File: src/hw/rtl/ccbd_pkg.sv
// shared types and constants for the console cpu bus decoder
`timescale 1ns / 1ps

package ccbd_pkg;

  // item operations
  localparam logic [1:0] OpRead  = 2'd0;
  localparam logic [1:0] OpWrite = 2'd1;
  localparam logic [1:0] OpLoad  = 2'd2;
  localparam logic [1:0] OpDma   = 2'd3;

  // result targets
  localparam logic [2:0] TgtRam  = 3'd0;
  localparam logic [2:0] TgtPpu  = 3'd1;
  localparam logic [2:0] TgtApu  = 3'd2;
  localparam logic [2:0] TgtPad  = 3'd3;
  localparam logic [2:0] TgtDma  = 3'd4;
  localparam logic [2:0] TgtCart = 3'd5;
  localparam logic [2:0] TgtNone = 3'd6;

  // address map
  localparam logic [15:0] AddrRamEnd   = 16'h1FFF;
  localparam logic [15:0] AddrPpuEnd   = 16'h3FFF;
  localparam logic [15:0] AddrApuEnd   = 16'h4013;
  localparam logic [15:0] AddrDmaStart = 16'h4014;
  localparam logic [15:0] AddrApuStat  = 16'h4015;
  localparam logic [15:0] AddrPad0     = 16'h4016;
  localparam logic [15:0] AddrPad1     = 16'h4017;
  localparam logic [15:0] AddrCartWr   = 16'h4020;
  localparam logic [15:0] AddrCartRd   = 16'h8000;
  localparam logic [15:0] RamMask      = 16'h07FF;

  localparam logic [9:0] DmaStall     = 10'd513;
  localparam logic [7:0] Pad1Mark     = 8'h40;
  localparam logic [7:0] DmaLastOffs  = 8'hFF;

  // one work ram access requested by the decode stage
  typedef struct packed {
    logic        we;
    logic        re;
    logic [15:0] addr;   // already masked to the mirror range
    logic [7:0]  wdata;
  } ram_req_t;

  // result of one item, before work ram read data is merged
  typedef struct packed {
    logic        from_ram;
    logic [7:0]  rdata;
    logic [2:0]  target;
    logic [15:0] fwd_address;
    logic [7:0]  fwd_data;
    logic        fwd_write;
    logic        oam_write;
    logic        dma_busy;
    logic [9:0]  stall_cycles;
  } res_t;

endpackage

File: src/hw/rtl/ccbd_ctrl.sv
// address decode, pad ports and sprite dma state
`timescale 1ns / 1ps

module ccbd_ctrl import ccbd_pkg::*; (
  input  logic        clk_i,
  input  logic        rst_ni,
  input  logic        fire_i,
  input  logic [1:0]  op_i,
  input  logic [15:0] address_i,
  input  logic [7:0]  wdata_i,
  input  logic        pad_index_i,
  output res_t        res_o,
  output ram_req_t    ram_req_o
);

  logic [7:0] btn_q    [2];
  logic [7:0] btn_d    [2];
  logic [7:0] shift_q  [2];
  logic [7:0] shift_d  [2];
  logic       strobe_q [2];
  logic       strobe_d [2];
  logic       dma_on_q, dma_on_d;
  logic [7:0] page_q, page_d;
  logic [7:0] offset_q, offset_d;

  logic        rd_en;
  logic [15:0] rd_addr;
  logic        pad_sel;

  always_comb begin
    btn_d     = btn_q;
    shift_d   = shift_q;
    strobe_d  = strobe_q;
    dma_on_d  = dma_on_q;
    page_d    = page_q;
    offset_d  = offset_q;
    res_o        = '0;
    res_o.target = TgtNone;
    ram_req_o    = '0;
    rd_en        = 1'b0;
    rd_addr      = address_i;
    pad_sel      = 1'b0;

    case (op_i)
      OpRead: begin
        rd_en = 1'b1;
      end
      OpWrite: begin
        if (address_i <= AddrRamEnd) begin
          ram_req_o.we    = 1'b1;
          ram_req_o.addr  = address_i & RamMask;
          ram_req_o.wdata = wdata_i;
          res_o.target    = TgtRam;
        end else if (address_i <= AddrApuEnd || address_i == AddrApuStat ||
                     address_i == AddrPad1) begin
          res_o.target      = (address_i <= AddrPpuEnd) ? TgtPpu : TgtApu;
          res_o.fwd_address = address_i;
          res_o.fwd_data    = wdata_i;
          res_o.fwd_write   = 1'b1;
        end else if (address_i == AddrDmaStart) begin
          page_d             = wdata_i;
          offset_d           = '0;
          dma_on_d           = 1'b1;
          res_o.target       = TgtDma;
          res_o.stall_cycles = DmaStall;
        end else if (address_i == AddrPad0) begin
          strobe_d[0] = wdata_i[0];
          strobe_d[1] = wdata_i[0];
          if (wdata_i[0]) begin
            shift_d[0] = btn_q[0];
            shift_d[1] = btn_q[1];
          end
          res_o.target = TgtPad;
        end else if (address_i >= AddrCartWr) begin
          res_o.target      = TgtCart;
          res_o.fwd_address = address_i;
          res_o.fwd_data    = wdata_i;
          res_o.fwd_write   = 1'b1;
        end
      end
      OpLoad: begin
        btn_d[pad_index_i] = wdata_i;
      end
      OpDma: begin
        if (dma_on_q) begin
          rd_en           = 1'b1;
          rd_addr         = {page_q, offset_q};
          res_o.oam_write = 1'b1;
          offset_d        = offset_q + 8'd1;
          if (offset_q == DmaLastOffs) begin
            dma_on_d = 1'b0;
          end
        end
      end
      default: ;
    endcase

    // bus read, shared by cpu reads and dma steps
    if (rd_en) begin
      if (rd_addr <= AddrRamEnd) begin
        ram_req_o.re   = 1'b1;
        ram_req_o.addr = rd_addr & RamMask;
        res_o.from_ram = 1'b1;
        res_o.target   = TgtRam;
      end else if (rd_addr <= AddrPpuEnd) begin
        res_o.target      = TgtPpu;
        res_o.fwd_address = rd_addr;
      end else if (rd_addr <= AddrApuEnd || rd_addr == AddrApuStat) begin
        res_o.target      = TgtApu;
        res_o.fwd_address = rd_addr;
      end else if (rd_addr == AddrPad0 || rd_addr == AddrPad1) begin
        pad_sel     = rd_addr[0];
        res_o.rdata = {7'd0, shift_q[pad_sel][0]} | (pad_sel ? Pad1Mark : 8'h00);
        if (!strobe_q[pad_sel]) begin
          shift_d[pad_sel] = {1'b1, shift_q[pad_sel][7:1]};
        end
        res_o.target = TgtPad;
      end else if (rd_addr >= AddrCartRd) begin
        res_o.target      = TgtCart;
        res_o.fwd_address = rd_addr;
      end
    end

    res_o.dma_busy = dma_on_d;
  end

  always_ff @(posedge clk_i or negedge rst_ni) begin
    if (!rst_ni) begin
      btn_q[0]    <= '0;
      btn_q[1]    <= '0;
      shift_q[0]  <= '0;
      shift_q[1]  <= '0;
      strobe_q[0] <= 1'b0;
      strobe_q[1] <= 1'b0;
      dma_on_q    <= 1'b0;
      page_q      <= '0;
      offset_q    <= '0;
    end else if (fire_i) begin
      btn_q    <= btn_d;
      shift_q  <= shift_d;
      strobe_q <= strobe_d;
      dma_on_q <= dma_on_d;
      page_q   <= page_d;
      offset_q <= offset_d;
    end
  end

endmodule

File: config.mk
export PLATFORM = sky130hd
export DESIGN_NAME = ccbd_ctrl
export DESIGN_NICKNAME = d
export VERILOG_FILES = /design/src/hw/rtl/ccbd_pkg.sv /design/src/hw/rtl/ccbd_ctrl.sv
export SDC_FILE = /design/constraint.sdc
export NUM_CORES = 1
export LEC_CHECK = 0
export ABC_CLOCK_PERIOD_IN_PS = 4300
export BUFFER_PORTS_ARGS = -buffer_cell sky130_fd_sc_hd__buf_2
export CORE_MARGIN = 2
export CORE_UTILIZATION = 25
export CTS_BUF_LIST = sky130_fd_sc_hd__clkbuf_4 sky130_fd_sc_hd__clkbuf_8
export DETAILED_ROUTE_END_ITERATION = 7
export HOLD_SLACK_MARGIN = 0.03
export SLEW_MARGIN = 20
export SYNTH_ARGS = -nofsm -noshare
export SYNTH_HDL_FRONTEND = slang
export SYNTH_SLANG_ARGS = --single-unit
export TNS_END_PERCENT = 20
File: constraint.sdc
create_clock -name clk_i -period 4.3 [get_ports clk_i]
set_input_delay 0.86 -clock clk_i [delete_from_list [all_inputs] [get_ports clk_i]]
set_output_delay 0.86 -clock clk_i [all_outputs]
set_load 0.005 [all_outputs]
==> flow_metrics.tcl <==
set metrics [dict create \
    start_util_pct 25.4 \
    rows 44 \
    finalWirelength_mm 10.9 \
    chipHeight_um 125 \
    tightestPinTransition_ns 0.889 \
    synthesis.instances 410 \
    maxCapViolCount 0 \
    hold_depth 1 \
    dr.pass1.iters 4 \
    ys.flop_type "dfrtp_1" \
    hp-start "btn_q[14]" \
    cp_cell_sequence "buf_2 > nor4_1 > nand4b_1 > o21a_1 > a21o_1 > o21ai_0 > mux2i_1 > buf_2" \
    seq_area_sq_um 1250 \
    multi_input_area_sq_um 2070 \
    wire_per_inst_um 16.1 \
    num_vias 3266 \
    grt-ovfl-total 0 \
    final_max_slew_viol_count 0 \
    arrival_ns 3.25 \
    layoutNonFillerInstCount 677 \
    tns_ns 0 \
    crit_start "address_i[10]" \
    grt_use_total_pct 13.6 \
    power.leakage_nw 2.25 \
    nets 528 \
    core_area_sq_um 14500 \
    post-cts-setup-buffers 0 \
    r2r-end "shift_q[15]" \
    fmax_mhz 244 \
    grt_max_degree 51 \
    diodes 0 \
    cp_common_cell "buf_2" \
    clk_pin_slew_ns 0.09 \
    stdcell_area_sq_um 4290 \
    required_ns 3.44 \
    reg2reg_depth 8 \
    cp-end-kind "output pin" \
    hpwlAfterDp_mm 8.58 \
    die_x_um 125 \
    drive_above_1_share_pct 28.8 \
    clock_tree.buffer_depth 2 \
    reg2reg_from "dma_on_q" \
    ys_ff_latch 50 \
    fillCellCount 1538 \
    finalCritPeriodShare_pct 95.5 \
    clk_latency_ns 0.30 \
    rsz0062_at_grt "false" \
    fin_skew_ns 0.00943 \
    h-tree-depth 2 \
    synth_area_sq_um 3680 \
    setup_viol 0 \
    io_pins 105 \
    synth_edf_count 0 \
    powerDensity_nw_per_um2 239 \
    fin_crit_ns 4.11 \
    io_buffers 85 \
    grt_pass1_vias 3242 \
    ys.warnings.count 0 \
    hold_violations 0 \
    holdPathEnd "shift_q[14]" \
    slowest_delay_ns 0.77 \
    startpoint_type "input pin" \
    grt_pass1_wl_mm 17.2 \
    clockRootBuffer "clkbuf_8" \
    antenna_found_initial 0 \
    relSlewSlack_pct 40.2 \
    placed_cell_area_sq_um 4190 \
    cts_tree "yes" \
    dp_cells 669 \
    ant_nets 0 \
    vdd_ir_drop_max_mv 0.130 \
    synth_seq_area_share_pct 34.0 \
    worst-setup-path-type "in -> out" \
    post_drt_via_cell_ratio 4.82 \
    hp-class "reg -> reg" \
    async_flop_share_pct 100 \
    die-area_sq_um 15700 \
    synth.distinct_cells 56 \
    drt_drc_violations_left 0 \
    final_cell_mix "buf_2 (85), dfrtp_1 (50), o21ai_0 (38)" \
    cts_made_buffers 5 \
    cp_slowest_cell "nor4_1" \
    drt_iter0_drc 244 \
    synth_area_per_cell_sq_um 8.97 \
    cp_max_fo 13 \
    cts_sinks 50 \
    area_growth_pct 16.5 \
    r2r_slack_ns 1.56 \
    place.gp.congestion 0.863 \
    layout_commonest_cell "buf_2" \
    status "finished, final reports clean" \
]
==> Yosys cell counts, types with 6 or more instances <==
master / count / share of area [%]
dfrtp_1: 50 / 34
inv_1: 36 / 3.7
a22o_1: 15 / 3.6
nor2_1: 30 / 3.1
o21ai_0: 38 / 5.2
o21a_1: 18 / 3.7
nand3_1: 11 / 1.5
a21oi_1: 6 / 0.82
and3_1: 10 / 1.7
mux2_2: 23 / 7.0
mux2i_1: 29 / 7.9
buf_4: 23 / 4.7
and2_1: 10 / 1.7
clkbuf_1: 10 / 1.0
nand2_1: 26 / 2.7
==> per-layer routing <==
metal,up-vias,part of all wire [%],global-route usage [%]
met2,118,47,22.8
li1,1570,-,-
met1,1570,46,18.6
met5,-,0,0
met3,8,5.4,2.18
met4,0,1.0,2.61
==> flip-flops by register name, indices dropped and copies added, names as in the netlist <==
signal / count
shift_q: 16
page_q: 8
dma_on_q: 1
btn_q: 16
strobe_q: 1
offset_q: 8
==> timing repair <==
action	CTS	global route
resized for setup	0	1
endpoints found under the setup margin	0	1
hold buffers	0	0
==> cells by family after synthesis <==
family / after synthesis / synth area share, %
AOI/OAI and AO/OA: 101 / 19.0
xor gates and xnor gates: 2 / 0.476
adders and majority gates: 5 / 1.70
buffers and inverters: 75 / 11.6
DFF: 50 / 34.0
muxes: 52 / 14.9
other: 1 / 0.102
and+or+nand+nor: 124 / 18.1
==> worst max-delay path by stage <==
| stage | endpoint | slack (ns) |
|---|---|---|
| 3_3_place_gp | res_o[23] | 0.23 |
| 2_1_floorplan | res_o[25] | 0.44 |
| 4_1_cts | res_o[23] | 0.24 |
| 6_report | res_o[23] | 0.19 |
| 5_1_grt | res_o[33] | 0.003 |
| 3_5_place_dp | res_o[23] | 0.24 |
==> metrics by stage <==
stage	power, mW	setup WS [ns]	utilization (%)	hold slack (ns)
global route	1.09	0.00311	29.6	0.517
detailed placement	0.772	0.235	29.0	0.475
floorplan	0.701	0.442	-	0.451
finish	1.03	0.194	29.6	0.494
CTS	1.04	0.243	29.5	0.495
global placement	0.765	0.227	29.0	0.468
==> report_power, final <==
group | internal (mW) | leakage [nW] | switching (mW) | total (mW)
combinational | 0.0895 | 1.56 | 0.114 | 0.204
clock | 0.113 | 0.0444 | 0.151 | 0.264
sequential | 0.515 | 0.645 | 0.0436 | 0.558
total | 0.717 | 2.25 | 0.309 | 1.03
==> critical path: cells and delay by family <==
kind | cells | cell delay [ns]
AND/OR/NAND/NOR | 2 | 1.03
AO/OA/AOI/OAI | 3 | 0.99
buffers and inverters | 2 | 0.26
multiplexers | 1 | 0.11
==> cell type report <==
class	count	share of cell area, %
Inverter	36	3.15
Sequential cell	50	29.2
Clock inverter	2	0.321
Clock buffer	5	1.61
Tap cell	184	5.37
Multi-Input combinational cell	303	48.3
Timing Repair Buffer	97	12.0
No activity file was read; power rests on OpenSTA's default activity.
